==> config.mk <==
export PLATFORM = sky130hd
export DESIGN_NAME = priority_task_slot_scheduler
export DESIGN_NICKNAME = d
export VERILOG_FILES = /design/src/design/ptss_pkg.sv /design/src/design/priority_task_slot_scheduler.sv
export SDC_FILE = /design/constraint.sdc
export NUM_CORES = 1
export LEC_CHECK = 0
export ABC_CLOCK_PERIOD_IN_PS = 11500
export BUFFER_PORTS_ARGS = -buffer_cell sky130_fd_sc_hd__buf_2
export CORE_UTILIZATION = 33
export DETAILED_ROUTE_END_ITERATION = 10
export GPL_ROUTABILITY_DRIVEN = 1
export HOLD_SLACK_MARGIN = 0.15
export PLACE_DENSITY = 0.46
export SYNTH_ARGS = -nofsm -noshare
export SYNTH_HDL_FRONTEND = slang
export SYNTH_SLANG_ARGS = --single-unit
==> constraint.sdc <==
create_clock -name clk -period 11.5 [get_ports clk]
set_clock_uncertainty 0.15 [all_clocks]
set_input_delay 1.15 -clock clk [delete_from_list [all_inputs] [get_ports clk]]
set_output_delay 1.15 -clock clk [all_outputs]
set_load 0.1 [all_outputs]
==> src/design/ptss_pkg.sv <==
// shared types and constants for the priority task slot scheduler
package ptss_pkg;

    // fixed field widths of the ports
    localparam int CFG_IDX_W   = 1;
    localparam int CFG_DATA_W  = 8;
    localparam int FUNC_W      = 2;
    localparam int ADDR_W      = 32;
    localparam int REQ_PRIO_W  = 9;
    localparam int TSLOT_W     = 6;
    localparam int RSLOT_W     = 4;
    localparam int LIVE_W      = 5;
    localparam int RUNS_W      = 32;
    localparam int IDLE_PRIO_W = 8;

    // configuration register indexes
    localparam logic [CFG_IDX_W-1:0] CFG_SCHED_ENABLE  = 1'b0;
    localparam logic [CFG_IDX_W-1:0] CFG_IDLE_PRIORITY = 1'b1;

    typedef enum logic [FUNC_W-1:0] {
        OP_CREATE = 2'd0,
        OP_KILL   = 2'd1,
        OP_TICK   = 2'd2,
        OP_QUERY  = 2'd3
    } op_t;

    typedef enum logic [1:0] {
        RS_FREE    = 2'd0,
        RS_READY   = 2'd1,
        RS_RUNNING = 2'd2,
        RS_ZOMBIE  = 2'd3
    } run_state_t;

    typedef enum logic [4:0] {
        ST_IDLE,
        ST_CSCAN,
        ST_CWAIT,
        ST_CWRITE,
        ST_KREAD,
        ST_KCHECK,
        ST_KZREAD,
        ST_KZWRITE,
        ST_TSCAN,
        ST_TWAIT,
        ST_TDECIDE,
        ST_TOLDRD,
        ST_TOLDWR,
        ST_TNEXTWR,
        ST_CURRD,
        ST_CURWAIT,
        ST_FIN
    } ptss_state_t;

endpackage

==> src/design/priority_task_slot_scheduler.sv <==
// priority task slot scheduler: slot table memory, scan sequencer and result register
//
// Keeps a table of NUM_SLOTS task slots (run state, priority, run count) in one
// synchronous memory with a registered read; slot 0 is the idle task, whose
// priority is the idle_priority register. One item is worked at a time by a
// sequencer that reads, modifies and writes back the table through its single
// read and single write port. A query, a frozen tick and a create or kill that
// is refused at once (null entry, full table, slot out of range or idle slot)
// go straight to reading the current slot for the result. A kill first reads
// the target slot, also when it is not in use, and when the current task is
// killed it also sets the idle slot running. A create and an enabled tick make
// a pass over the table, one slot per cycle through the memory read port; a
// tick that switches then writes back the old and the new current slot. The
// sequencer is idle again at the edge that presents the result, so it can take
// the next item while that result is shown. A new item is taken whenever
// the sequencer is idle, even while the previous result still waits in the
// output register; the next result then waits for that one to be taken. Slot
// entries that were never written read as their reset value through a valid
// bit per slot, which reset clears; there is no clearing pass. Configuration
// is a plain write port: index 0 is sched_enable, index 1 is idle_priority.
module priority_task_slot_scheduler #(
    parameter int NUM_SLOTS = 16,
    parameter int PRIO_BITS = 8
) (
    input  logic                                clk,
    input  logic                                rst_n,
    input  logic                                cfg_we,
    input  logic [ptss_pkg::CFG_IDX_W-1:0]      cfg_index,
    input  logic [ptss_pkg::CFG_DATA_W-1:0]     cfg_data,
    input  logic                                in_valid,
    output logic                                in_ready,
    input  logic [ptss_pkg::FUNC_W-1:0]         func,
    input  logic [ptss_pkg::ADDR_W-1:0]         entry_addr,
    input  logic signed [ptss_pkg::REQ_PRIO_W-1:0] req_priority,
    input  logic signed [ptss_pkg::TSLOT_W-1:0] target_slot,
    output logic                                out_valid,
    input  logic                                out_ready,
    output logic                                status,
    output logic [ptss_pkg::RSLOT_W-1:0]        result_slot,
    output logic                                switched,
    output logic [ptss_pkg::LIVE_W-1:0]         live_count,
    output logic [ptss_pkg::RUNS_W-1:0]         chosen_runs
);
    import ptss_pkg::*;

    // slot index, live count and compare widths
    localparam int IW = (NUM_SLOTS > 1) ? $clog2(NUM_SLOTS) : 1;
    localparam int UW = $clog2(NUM_SLOTS + 1);
    localparam int CW = (PRIO_BITS > IDLE_PRIO_W) ? PRIO_BITS : IDLE_PRIO_W;
    localparam logic [PRIO_BITS-1:0] PRIO_MAX = '1;
    localparam logic [IW-1:0] LAST_SLOT = IW'(NUM_SLOTS - 1);

    typedef struct packed {
        run_state_t           state;
        logic [PRIO_BITS-1:0] prio;
        logic [RUNS_W-1:0]    runs;
    } slot_entry_t;

    // slot table
    slot_entry_t mem [NUM_SLOTS];

    ptss_state_t st_reg, st_next;

    // architectural state and registers
    logic [IW-1:0]          current_reg;
    logic [UW-1:0]          used_reg;
    logic                   sched_en_reg;
    logic [IDLE_PRIO_W-1:0] idle_prio_reg;
    logic [NUM_SLOTS-1:0]   valid_reg;

    // memory ports
    logic          mem_we;
    logic [IW-1:0] mem_wa;
    slot_entry_t   mem_wd;
    logic [IW-1:0] rd_addr;
    slot_entry_t   rd_data_reg;
    logic          rd_ok_reg;
    logic [IW-1:0] rd_idx_reg;
    logic          scan_pv_reg;
    slot_entry_t   rd_entry;
    logic          rd_live;
    logic [CW-1:0] rd_prio;

    // item being worked
    op_t                  func_reg;
    logic [PRIO_BITS-1:0] prio_reg;
    logic [IW-1:0]        ts_reg;
    logic [IW-1:0]        cnt_reg;
    logic                 found_reg;
    logic [IW-1:0]        best_reg;
    logic [CW-1:0]        best_prio_reg;
    logic                 status_w_reg;
    logic                 created_w_reg;
    logic                 switched_w_reg;
    logic [RUNS_W-1:0]    runs_w_reg;

    // result register
    logic               out_valid_reg;
    logic               out_status_reg;
    logic [RSLOT_W-1:0] out_slot_reg;
    logic               out_switched_reg;
    logic [LIVE_W-1:0]  out_live_reg;
    logic [RUNS_W-1:0]  out_runs_reg;

    // decisions made on the accepted item
    logic                 in_fire;
    logic                 create_fail;
    logic                 kill_bad;
    logic                 tick_run;
    logic [PRIO_BITS-1:0] clip_prio;
    logic [7:0]           rp_mag;
    logic                 out_free;

    assign in_fire  = in_valid && in_ready;
    assign out_free = !out_valid_reg || out_ready;

    assign create_fail = (entry_addr == '0) || (used_reg >= UW'(NUM_SLOTS));
    // negative, beyond the table, the idle slot
    assign kill_bad    = target_slot[TSLOT_W-1]
                      || (32'(target_slot[TSLOT_W-2:0]) >= 32'(NUM_SLOTS))
                      || (target_slot[TSLOT_W-2:0] == '0);
    assign tick_run    = sched_en_reg && (used_reg > UW'(1));

    // requested priority: below one becomes one, saturate at the top
    assign rp_mag = req_priority[7:0];
    always_comb
    begin
        if (req_priority[REQ_PRIO_W-1] || (rp_mag == 8'd0))
            clip_prio = PRIO_BITS'(1);
        else if (CW'(rp_mag) > CW'(PRIO_MAX))
            clip_prio = PRIO_MAX;
        else
            clip_prio = PRIO_BITS'(rp_mag);
    end

    // entry read back, never-written slots show their reset value
    always_comb
    begin
        rd_entry = rd_data_reg;
        if (!rd_ok_reg)
        begin
            rd_entry.state = (rd_idx_reg == '0) ? RS_RUNNING : RS_FREE;
            rd_entry.prio  = '0;
            rd_entry.runs  = '0;
        end
    end

    assign rd_live = (rd_entry.state == RS_READY) || (rd_entry.state == RS_RUNNING);
    assign rd_prio = (rd_idx_reg == '0) ? CW'(idle_prio_reg) : CW'(rd_entry.prio);

    // next state
    always_comb
    begin
        st_next = st_reg;
        unique case (st_reg)
            ST_IDLE:
            begin
                if (in_fire)
                begin
                    unique case (op_t'(func))
                        OP_CREATE: st_next = create_fail ? ST_CURRD : ST_CSCAN;
                        OP_KILL:   st_next = kill_bad ? ST_CURRD : ST_KREAD;
                        OP_TICK:   st_next = tick_run ? ST_TSCAN : ST_CURRD;
                        OP_QUERY:  st_next = ST_CURRD;
                    endcase
                end
            end
            ST_CSCAN:   if (cnt_reg == LAST_SLOT) st_next = ST_CWAIT;
            ST_CWAIT:   st_next = ST_CWRITE;
            ST_CWRITE:  st_next = ST_CURRD;
            ST_KREAD:   st_next = ST_KCHECK;
            ST_KCHECK:  st_next = (rd_live && (current_reg == ts_reg)) ? ST_KZREAD : ST_CURRD;
            ST_KZREAD:  st_next = ST_KZWRITE;
            ST_KZWRITE: st_next = ST_CURRD;
            ST_TSCAN:   if (cnt_reg == LAST_SLOT) st_next = ST_TWAIT;
            ST_TWAIT:   st_next = ST_TDECIDE;
            ST_TDECIDE: st_next = (best_reg == current_reg) ? ST_CURRD : ST_TOLDRD;
            ST_TOLDRD:  st_next = ST_TOLDWR;
            ST_TOLDWR:  st_next = ST_TNEXTWR;
            ST_TNEXTWR: st_next = ST_CURRD;
            ST_CURRD:   st_next = ST_CURWAIT;
            ST_CURWAIT: st_next = ST_FIN;
            ST_FIN:     if (out_free) st_next = ST_IDLE;
            default:    st_next = ST_IDLE;
        endcase
    end

    // memory port control
    always_comb
    begin
        in_ready = 1'b0;
        mem_we   = 1'b0;
        mem_wa   = current_reg;
        mem_wd   = rd_entry;
        rd_addr  = current_reg;
        unique case (st_reg)
            ST_IDLE:    in_ready = 1'b1;
            ST_CSCAN,
            ST_TSCAN:   rd_addr = cnt_reg;
            ST_CWRITE:
            begin
                mem_we = 1'b1;
                mem_wa = best_reg;
                mem_wd = '{state: RS_READY, prio: prio_reg, runs: '0};
            end
            ST_KREAD:   rd_addr = ts_reg;
            ST_KCHECK:
            begin
                mem_we       = rd_live;
                mem_wa       = ts_reg;
                mem_wd.state = RS_ZOMBIE;
            end
            ST_KZREAD:  rd_addr = '0;
            ST_KZWRITE:
            begin
                mem_we       = 1'b1;
                mem_wa       = '0;
                mem_wd.state = RS_RUNNING;
            end
            ST_TOLDWR:
            begin
                // old task steps down, winner read in the same cycle
                mem_we       = 1'b1;
                mem_wa       = current_reg;
                mem_wd.state = RS_READY;
                rd_addr      = best_reg;
            end
            ST_TNEXTWR:
            begin
                mem_we       = 1'b1;
                mem_wa       = best_reg;
                mem_wd.state = RS_RUNNING;
                mem_wd.runs  = rd_entry.runs + RUNS_W'(1);
            end
            default:
            begin
                in_ready = 1'b0;
            end
        endcase
    end

    // slot table, registered read
    always_ff @(posedge clk)
    begin
        if (mem_we)
            mem[mem_wa] <= mem_wd;
        rd_data_reg <= mem[rd_addr];
    end

    // control state
    always_ff @(posedge clk or negedge rst_n)
    begin
        if (!rst_n)
        begin
            st_reg        <= ST_IDLE;
            current_reg   <= '0;
            used_reg      <= UW'(1);
            sched_en_reg  <= 1'b0;
            idle_prio_reg <= '0;
            valid_reg     <= '0;
            out_valid_reg <= 1'b0;
            rd_ok_reg     <= 1'b0;
            rd_idx_reg    <= '0;
            scan_pv_reg   <= 1'b0;
        end
        else
        begin
            st_reg      <= st_next;
            rd_ok_reg   <= valid_reg[rd_addr];
            rd_idx_reg  <= rd_addr;
            scan_pv_reg <= (st_reg == ST_CSCAN) || (st_reg == ST_TSCAN);

            if (cfg_we)
            begin
                unique case (cfg_index)
                    CFG_SCHED_ENABLE:  sched_en_reg  <= cfg_data[0];
                    CFG_IDLE_PRIORITY: idle_prio_reg <= cfg_data;
                endcase
            end

            if (mem_we)
                valid_reg[mem_wa] <= 1'b1;

            if (st_reg == ST_CWRITE)
                used_reg <= used_reg + UW'(1);

            if ((st_reg == ST_KCHECK) && rd_live)
            begin
                used_reg <= used_reg - UW'(1);
                // killing the running task falls back to idle
                if (current_reg == ts_reg)
                    current_reg <= '0;
            end

            if (st_reg == ST_TNEXTWR)
                current_reg <= best_reg;

            if ((st_reg == ST_FIN) && out_free)
                out_valid_reg <= 1'b1;
            else if (out_ready)
                out_valid_reg <= 1'b0;
        end
    end

    // item working registers and result payload
    always_ff @(posedge clk)
    begin
        if (in_fire)
        begin
            func_reg       <= op_t'(func);
            prio_reg       <= clip_prio;
            ts_reg         <= IW'(target_slot[TSLOT_W-2:0]);
            cnt_reg        <= (op_t'(func) == OP_CREATE) ? IW'(1) : '0;
            found_reg      <= 1'b0;
            best_reg       <= '0;
            best_prio_reg  <= '0;
            created_w_reg  <= 1'b0;
            switched_w_reg <= 1'b0;
            status_w_reg   <= ((op_t'(func) == OP_CREATE) && create_fail)
                           || ((op_t'(func) == OP_KILL) && kill_bad);
        end

        if ((st_reg == ST_CSCAN) || (st_reg == ST_TSCAN))
            cnt_reg <= cnt_reg + IW'(1);

        // one slot of the scan per cycle
        if (scan_pv_reg)
        begin
            if (func_reg == OP_CREATE)
            begin
                // first slot not live (free or zombie) from 1 upward
                if (!found_reg && !rd_live)
                begin
                    found_reg <= 1'b1;
                    best_reg  <= rd_idx_reg;
                end
            end
            else if (rd_live)
            begin
                // lowest number wins, ties go to the last slot other than current
                if (!found_reg || (rd_prio < best_prio_reg))
                begin
                    found_reg     <= 1'b1;
                    best_prio_reg <= rd_prio;
                    best_reg      <= rd_idx_reg;
                end
                else if ((rd_prio == best_prio_reg) && (rd_idx_reg != current_reg))
                begin
                    best_reg <= rd_idx_reg;
                end
            end
        end

        if (st_reg == ST_CWRITE)
            created_w_reg <= 1'b1;

        if ((st_reg == ST_KCHECK) && !rd_live)
            status_w_reg <= 1'b1;

        if (st_reg == ST_TNEXTWR)
            switched_w_reg <= 1'b1;

        if (st_reg == ST_CURWAIT)
            runs_w_reg <= rd_entry.runs;

        if ((st_reg == ST_FIN) && out_free)
        begin
            out_status_reg   <= status_w_reg;
            out_slot_reg     <= created_w_reg ? RSLOT_W'(best_reg) : RSLOT_W'(current_reg);
            out_switched_reg <= switched_w_reg;
            out_live_reg     <= LIVE_W'(used_reg);
            out_runs_reg     <= runs_w_reg;
        end
    end

    assign out_valid   = out_valid_reg;
    assign status      = out_status_reg;
    assign result_slot = out_slot_reg;
    assign switched    = out_switched_reg;
    assign live_count  = out_live_reg;
    assign chosen_runs = out_runs_reg;

    // live count never leaves its range, idle always counted
    assert property (@(posedge clk) disable iff (!rst_n)
        (used_reg != '0) && (used_reg <= UW'(NUM_SLOTS)))
        else $error("live slot count out of range");

    // the table is only written while an item is worked
    assert property (@(posedge clk) disable iff (!rst_n)
        mem_we |-> (st_reg != ST_IDLE))
        else $error("slot table written while idle");

    // an accepted item always starts the sequencer
    assert property (@(posedge clk) disable iff (!rst_n)
        in_fire |=> (st_reg != ST_IDLE))
        else $error("accepted item did not start work");

    // a finished item lands in the result register
    assert property (@(posedge clk) disable iff (!rst_n)
        ((st_reg == ST_FIN) && out_free) |=> out_valid_reg)
        else $error("finished item not presented");

    // a switch is never reported together with a refusal
    assert property (@(posedge clk) disable iff (!rst_n)
        out_valid_reg |-> !(out_switched_reg && out_status_reg))
        else $error("switch reported on refused item");

    // the winner write never hits the slot just stepped down
    assert property (@(posedge clk) disable iff (!rst_n)
        (st_reg == ST_TNEXTWR) |-> (best_reg != current_reg))
        else $error("tick switched to the current slot");

endmodule
* Word level (Yosys, flattened, before mapping)
Memory sizes are Yosys's and may differ from the RTL's. A register that Yosys moved wholly into a read port is not among the register bits.
Index checks and enable logic that the tools add are counted.
** Word-level totals
- Output and inout bits :: 45
- Memories kept :: 1
- Logic and storage cells :: 175
- Bits in writable memories :: 672
- Input port bits :: 63
- Bits in registers :: 155
** Cells by class
- $lt $le $gt $ge :: 8
- Mux-type cells :: 57
- Reduce and logical (&&, ||, !) cells :: 46
- Equal/unequal tests :: 30
- Bitwise gates (word level) :: 2
- Add/subtract/negate cells :: 4
** Memory list
- mem :: words 16, width 42, read ports 1, clocked after memory_dff 1, write ports 1, RTL line priority_task_slot_scheduler.sv:60 : slot_entry_t mem [NUM_SLOTS];
** Operator list (number)
- 5-bit case mux with 15 select lines :: 1
- 4-bit two-way mux :: 16
- 8-bit two-way mux :: 8
- 32-bit case mux with 2 select lines :: 1
- 42-bit two-way mux :: 1
- 5-bit by 4-bit equality test with 1-bit output (second input constant) :: 8
- 32-bit by 1-bit adder with 32-bit output (second input constant) :: 1
- 32-bit zero test :: 1
- 5-bit two-way mux :: 6
- 5-bit by 3-bit equality test with 1-bit output (second input constant) :: 4
- 5-bit case mux with 4 select lines :: 1
- 16-bit OR :: 1
- 4-bit case mux with 4 select lines :: 1
- 1-bit two-way mux :: 14
- 4-bit case mux with 3 select lines :: 1
- 1-bit logical AND :: 11
- 5-bit by 2-bit equality test with 1-bit output (second input constant) :: 2
- 5-bit greater-or-equal comparator (second input constant) :: 2
- 5-bit zero test :: 2
- 4-bit by 5-bit less-than comparator with 1-bit output (second input constant) :: 2
- 2-bit nonzero test :: 5
- 2-bit OR reduction :: 5
- 1-bit logical OR :: 9
- 4-bit equality test :: 2
- 30 further kinds :: 42

* Longest topological paths before layout
Gate-level depths: netlist (run 1).
- Depth after elaboration :: 11
- Mapped depth :: 14
- Mapped depth without buffers :: 11

* Least setup slack after synthesis (run 1)
Ideal clock, no wire load.
- Path kind :: register to register
- Start :: register st_reg[1]
- End :: memory mem[13][0] (netlist name) (enable)
- Setup slack :: 7110 ps
- Path buffers :: 1
- Clock period less this slack :: 4390 ps
- Setup time :: 442 ps
- Required time :: 10908 ps
- Arrival :: 3798 ps
- Stages on the path, launching flop included :: 7
- Cell sequence :: dfrtp_1 > buf_6 > or3b_4 > nor3b_2 > a222oi_1 > or3_1 > nor2_1
** Between the ends
- Longest elaborated chain between the ends :: 5
- Elaborated cells between the ends (all ways) :: 11
- Classes of those cells :: 5 x eq/ne; 4 x mux; 2 x reduce/logical
** RTL lines
- start, declared :: RTL line priority_task_slot_scheduler.sv:62 : ptss_state_t st_reg, st_next;
- start signal, assigned :: RTL line priority_task_slot_scheduler.sv:268 : st_reg <= st_next;
- 5-bit by 2-bit equality test with 1-bit output, or another cell as far along :: RTL line priority_task_slot_scheduler.sv:196 : unique case (st_reg)
- 4-bit OR reduction (no source line)
- 1-bit case mux with 2 select lines :: RTL line priority_task_slot_scheduler.sv:196
- 1-bit two-way mux :: RTL line priority_task_slot_scheduler.sv:245 : if (mem_we)
- 1-bit two-way mux (not written as such) :: RTL line priority_task_slot_scheduler.sv:246 : mem[mem_wa] <= mem_wd;
- end, declared :: RTL line priority_task_slot_scheduler.sv:60
Parallel ways exist; a longest one is shown, timed or not.

* Worst setup path in the final report (run 1)
- Start :: register st_reg[3]
- End :: register, netlist name rd_data_reg[14]
** Between the ends
- Longest elaborated chain between the ends :: 3
- Elaborated cells between the ends (all ways) :: 7
- Classes of those cells :: 5 x eq/ne; 1 x mux; 1 x reduce/logical
** RTL lines (RTL line)
- 5-bit by 1-bit equality test with 1-bit output / 5-bit by 4-bit equality test with 1-bit output (equally long branches) :: priority_task_slot_scheduler.sv:196
- 2-bit OR reduction :: priority_task_slot_scheduler.sv:196
- 4-bit case mux with 4 select lines (*) :: priority_task_slot_scheduler.sv:196
Every way passes the cells marked *; elsewhere a longest branch is shown, timed or not.
A chain may end at the register's enable or synchronous reset.

==> flow_metrics.tcl, run 1 <==
set metrics [dict create \
    min_period_ns 5.33 \
    pre_cts_slack_ns 6.20 \
    crit_path_cell_trace "xnor2_1, or4_1, inv_2, a211oi_4, buf_12, inv_8, buf_4, buf_4, nand2_1, nand3_1, o21ai_0, o221ai_1" \
    area_growth_pct 15.1 \
    leakage_nw 15.1 \
    cts_max_path_buffers 3 \
    cts_buffers 93 \
    grt_usage 0.177 \
    cts_resized 0 \
    finalHoldWorstSlack_ns 0.270 \
    crit_top_cell "buf_4" \
    yosys_warnings 0 \
    p_comb_frac 0.339 \
    min-delay-start "runs_w_reg[7]$_DFFE_PP_" \
    cap_violations 0 \
    p_switching_mw 4.16 \
    status "completed" \
    yosys.area_share.xor_xnor 0.00501 \
    muxShareOfSynthArea 0.0509 \
    synth_seq_cells 869 \
    dr.pass1.iters 7 \
    syn-cell-area_sq_um 35000 \
    synth_area_leaders "edfxtp_1 (66%), nand2_1 (7.5%), mux2i_1 (4.4%)" \
    rsz0062_at_grt "false" \
    portBuffers 107 \
    final_layout_size_suffix_gt1_frac 0.135 \
    synth_edf_count 765 \
    power_frac_clock 0.263 \
    gp_congestion 0.785 \
    insertion_delay_ns 0.67 \
    antenna_found_initial 3 \
    final_common_cell "edfxtp_1" \
    vias_per_cell 5.06 \
    postCtsHoldBufs 0 \
    hold_violations 0 \
    h-tree-depth 3 \
    ant_nets 0 \
    p_seq_frac 0.399 \
    final_cell_mix "edfxtp_1 (765), nand2_1 (694), nand3_1 (153)" \
    slew_headroom 0.145 \
    hold_path.class "reg -> reg" \
    fp.dieW_um 327 \
    post_cts_buffers 0 \
    wl_per_cell_um 22.6 \
    crit_path_end_kind "flop" \
    timing.final.max_slew_violations 0 \
    synth_simple_gate_area_frac 0.138 \
    fin_ws_ns 6.17 \
    synth_cells 2620 \
    reg2reg_setup_slack_ns 6.17 \
    crit_arrival_ns 5.76 \
    avgSynthCellArea_sq_um 13.3 \
    cts-root-buf "clkbuf_16" \
    synth.yosys.seq_area_share 0.723 \
    tightest_slew_ns 1.28 \
    fin_crit_sh 0.464 \
    path_clk_slew_ns 0.06 \
    grt_pass1_vias 20800 \
    syn_nets 2696 \
    synth_cell_types 73 \
    synth_top_family_by_area "simple AND/OR/NAND/NOR gates" \
    start_kind "flop" \
    post-dp-hpwl_um 47300 \
    drc_errors 0 \
    finalSetupTns_ns 0 \
    r2r_start "st_reg[3]$_DFFE_PN0P_" \
    start_util 0.333 \
    synth_compound_area_frac 0.0553 \
    peakVddDrop_v 0.000172 \
    synth-adder-area-share 0.00465 \
    p_sw_frac 0.363 \
    grt-ovfl-total 0 \
    grt_pass1_wl_um 140000 \
    largest_register_ffs 672 \
    p_int_mw 7.31 \
    crit_family "buffers and inverters" \
    cp_slowest_cell "dfrtp_1" \
    crit_buf_inv 5 \
    setup_violations 0 \
    dieArea_sq_um 107000 \
    row_count 119 \
    async_flop_share 0.0529 \
    nNetsFinal 2802 \
    required_ns 11.93 \
    max_stage_delay_ns 0.91 \
    dieHeight_um 327 \
    crit_type "reg -> reg" \
    clock-sinks 869 \
    path_max_fanout 142 \
    fmax_mhz 187 \
    ioPinCount 108 \
    vias 21200 \
    power_density_nw_per_um2 285 \
    grt_max_degree 143 \
    cts_tree "built" \
    cp-startpoint "st_reg[3]$_DFFE_PN0P_" \
    routed_wl_um 95000 \
    core_sq_um 105000 \
    synth_top_area_share 0.657 \
    synth_largest_area_cell "edfxtp_1" \
    synth-main-ff-cell "edfxtp_1" \
    drt_iter0_drc 1683 \
]
==> layout make-up <==
cell class,count,area [sq um]
antenna,2,5.00
clock buffer,128,2570
clock inverter,46,526
fill,9953,64900
inverter,29,116
multi-input combinational,1572,9040
sequential,869,25300
tap,1391,1740
timing repair buffer,161,953
==> per-stage QoR <==
| stage | power (mW) | instances | util | cell area, sq um |
|---|---|---|---|---|
| final | 11.5 | 4198 | 0.383 | 40200 |
| after global placement | 8.49 | 4022 | 0.353 | 37100 |
| after CTS | 11.6 | 4196 | 0.383 | 40200 |
| after floorplan | 7.29 | 2620 | - | 35000 |
| after detailed placement | 8.55 | 4022 | 0.353 | 37100 |
| after global routing | 12.2 | 4197 | 0.383 | 40200 |
==> final timing paths <==
kind	cells past startpoint	end
setup / recovery	12	rd_data_reg[14]$_DFF_P_
hold / removal	0	chosen_runs[7]$_DFFE_PP_
setup reg to reg	12	rd_data_reg[14]$_DFF_P_
hold reg to reg	0	chosen_runs[7]$_DFFE_PP_
max in group asynchronous	2	used_reg[1]$_DFFE_PN0P_
min in group asynchronous	2	idle_prio_reg[0]$_DFFE_PN0P_
==> cells in the mapped netlist (4+ instances only) <==
master and number:
nand2b_1 5, or2_2 17, ha_1 13, buf_4 5, a21oi_1 14, and3_1 7, o21a_1 9, nor2b_1 17
a32oi_1 43, or3_1 4, a22o_1 6, inv_1 26, clkbuf_1 103, o221ai_1 43, nand2_1 696, o21ai_1 28
nand3b_1 44, buf_8 5, edfxtp_1 765, nand3_1 154, xor2_1 10, dfrtp_1 45, dfxtp_1 58, nor2_1 55
mux2i_1 152, buf_2 32, nor3_1 10, a222oi_1 6, xnor2_1 10, o21ai_0 95, nand4_1 10, and2_1 33
mux2_2 23, nor4_1 14
==> power groups by stage <==
stage / Clock, mW / Combinational (mW) / Sequential [mW]
floorplan: 0 / 2.78 / 4.51
CTS: 3.09 / 3.94 / 4.57
detailed placement: 0 / 3.92 / 4.63
finish: 3.01 / 3.88 / 4.57
global placement: 0 / 3.86 / 4.63
global route: 3.21 / 4.34 / 4.61
==> layer usage <==
layer | global-route usage | vias to the layer above | wire length (um)
met2 | 0.273 | 586 | 42800
met5 | 0 | - | 0
met4 | 0.0441 | 0 | 1870
met1 | 0.257 | 10700 | 45200
li1 | - | 9818 | -
met3 | 0.0298 | 127 | 5140
==> worst reg2reg max path, cell delays in order (launching register included) <==
cell and delay [ns]:
dfrtp_1 0.91, xnor2_1 0.13, or4_1 0.52, inv_2 0.20, a211oi_4 0.10, buf_12 0.32, inv_8 0.78, buf_4 0.88
buf_4 0.70, nand2_1 0.14, nand3_1 0.11, o21ai_0 0.12, o221ai_1 0.21
==> logic make-up (layout without fill, tap and decap cells) <==
logic type | after synthesis | in the layout
DFF | 869 | 869
other | 0 | 2
adders and majority gates | 13 | 13
muxes | 175 | 175
buffers and inverters | 179 | 364
xor gates and xnor gates | 20 | 20
AOI/OAI and AO/OA | 281 | 281
and+or+nand+nor | 1083 | 1083
No activity file was read; power rests on OpenSTA's default activity.
==> run 2: changes to the inputs <==
--- a/config.mk
+++ b/config.mk
@@ -5,7 +5,7 @@
 export SDC_FILE = /design/constraint.sdc
 export NUM_CORES = 1
 export LEC_CHECK = 0
-export ABC_CLOCK_PERIOD_IN_PS = 11500
+export ABC_CLOCK_PERIOD_IN_PS = 5400
 export BUFFER_PORTS_ARGS = -buffer_cell sky130_fd_sc_hd__buf_2
 export CORE_UTILIZATION = 33
 export DETAILED_ROUTE_END_ITERATION = 10
==> constraint.sdc (replaced) <==
create_clock -name clk -period 5.4 [get_ports clk]
set_clock_uncertainty 0.15 [all_clocks]
set_input_delay 0.54 -clock clk [delete_from_list [all_inputs] [get_ports clk]]
set_output_delay 0.54 -clock clk [all_outputs]
set_load 0.1 [all_outputs]
==> flow_metrics.tcl, run 2 (synthesis results as in run 1) <==
set metrics [dict create \
    r2r_start "st_reg[3]$_DFFE_PN0P_" \
    dp_cells 4039 \
    dieHeight_um 327 \
    postCtsHoldBufs 30 \
    worst-r2r-cell-count 8 \
    grt_usage 0.173 \
    start_util 0.333 \
    power_density_nw_per_um2 601 \
    fmax_mhz 230 \
    post_cts_buffers 0 \
    crit_family "simple AND/OR/NAND/NOR gates" \
    timing.final.max_slew_violations 0 \
    clock-sinks 869 \
    vias_per_cell 5.00 \
    grt_pass1_vias 20700 \
    reg2reg_to "mem[4][30]$_DFFE_PP_" \
    setup_violations 0 \
    antenna_found_initial 1 \
    drt_iter0_drc 1680 \
    cts_resized 0 \
    slew_headroom 0.130 \
    final_cells 4252 \
    crit_path_cell_trace "nand2_1, nor2_1, buf_4, and3_1, nand4_1, nor4_1, nand3_1, mux2i_1" \
    fin_area_sq_um 40800 \
    fp.dieW_um 327 \
    nNetsFinal 2855 \
    ant_nets 0 \
    final_layout_size_suffix_gt1_frac 0.136 \
    hold_violations 0 \
    multiInputGateArea_sq_um 9040 \
    cts_tree "built" \
    rsz0062_at_grt "false" \
    min_period_ns 4.35 \
    required_ns 5.58 \
    cts_max_path_buffers 3 \
    total_power_mw 24.5 \
    gp_congestion 0.796 \
    portBuffers 107 \
    largest_register_ffs 672 \
    fillers 10000 \
    row_count 119 \
    leakage_nw 15.3 \
    min-delay-start "in_valid" \
    insertion_delay_ns 0.67 \
    vias 21300 \
    peakVddDrop_v 0.000565 \
    grt_max_degree 117 \
    h-tree-depth 3 \
    seqCellArea_sq_um 25300 \
    routed_wl_um 92900 \
    crit_type "reg -> reg" \
    cp-startpoint "st_reg[3]$_DFFE_PN0P_" \
    placed_area_sq_um 37500 \
    reg2reg_setup_slack_ns 1.05 \
    final_common_cell "edfxtp_1" \
    final_cell_mix "edfxtp_1 (765), nand2_1 (694), nand3_1 (153)" \
    cap_violations 0 \
    hold_path_end "st_reg[2]$_DFFE_PN0P_" \
    post-dp-hpwl_um 52000 \
    tightest_slew_ns 1.30 \
    crit_arrival_ns 4.53 \
    path_max_fanout 26 \
    dr.pass1.iters 5 \
    core_sq_um 105000 \
    start_kind "flop" \
    path_clk_slew_ns 0.06 \
    area_growth_pct 16.7 \
    max_stage_delay_ns 0.89 \
    cp_slowest_cell "dfrtp_1" \
    ioPinCount 108 \
    cts_buffers 95 \
    cts-root-buf "clkbuf_16" \
    crit_path_end_kind "flop" \
    grt-ovfl-total 0 \
    hold_path.class "in -> reg" \
    wl_per_cell_um 21.8 \
    hold_depth 4 \
    finalSetupTns_ns 0 \
    path_depth 8 \
    dieArea_sq_um 107000 \
    fin_crit_sh 0.806 \
    grt_pass1_wl_um 137000 \
    crit_buf_inv 1 \
    drc_errors 0 \
    status "completed" \
]
-- run 2: changes by cell type in the layout (fill, tap and decap cells not counted), moves of 5 or more --
cell and change:
bufinv_16 -7, buf_4 +5, clkbuf_16 +6, buf_12 +16, clkbuf_1 +11, clkbuf_8 -5, dlygate4sd3_1 +30
-- run 2: layout make-up --
class                           instances  share of cell area
Clock inverter                         38             0.00724
Clock buffer                          140              0.0660
Antenna cell                            1           0.0000614
Inverter                               29             0.00285
Sequential cell                       869               0.620
Multi-Input combinational cell       1572               0.222
Timing Repair Buffer                  212              0.0395
Tap cell                             1391              0.0427
-- run 2: stage by stage --
step                      hold slack [ns]   util  setup WS (ns)
after global routing                0.247  0.388          0.768
final                               0.254  0.388           1.05
after CTS                           0.202  0.388           1.07
after detailed placement            0.255  0.356           1.11
after floorplan                    0.0944      -           1.01
after global placement              0.254  0.356           1.25
-- run 2: worst max-delay path by stage --
stage | slack [ns] | end
detailed placement | 1.11 | mem[5][30]$_DFFE_PP_
floorplan | 1.01 | mem[14][0]$_DFFE_PP_
global route | 0.77 | mem[4][30]$_DFFE_PP_
global placement | 1.25 | mem[14][30]$_DFFE_PP_
finish | 1.05 | mem[4][30]$_DFFE_PP_
CTS | 1.07 | mem[13][30]$_DFFE_PP_
-- run 2: where the power goes --
part,switching (mW),internal (mW)
Combinational,5.83,2.79
Sequential,0.535,9.18
Clock,2.62,3.56
Total,8.98,15.5
-- run 2: worst register-to-register path: stages, from the launching register on --
cell and delay [ns]:
dfrtp_1 0.89, nand2_1 0.33, nor2_1 0.22, buf_4 0.21
and3_1 0.44, nand4_1 0.27, nor4_1 0.60, nand3_1 0.17
mux2i_1 0.77
-- run 2: routing by layer --
| layer | global-route usage | vias up | share of wire |
|---|---|---|---|
| met3 | 0.0267 | 140 | 0.045 |
| li1 | - | 9917 | - |
| met4 | 0.0505 | 0 | 0.024 |
| met5 | 0 | - | 0 |
| met2 | 0.271 | 549 | 0.46 |
| met1 | 0.247 | 10700 | 0.47 |
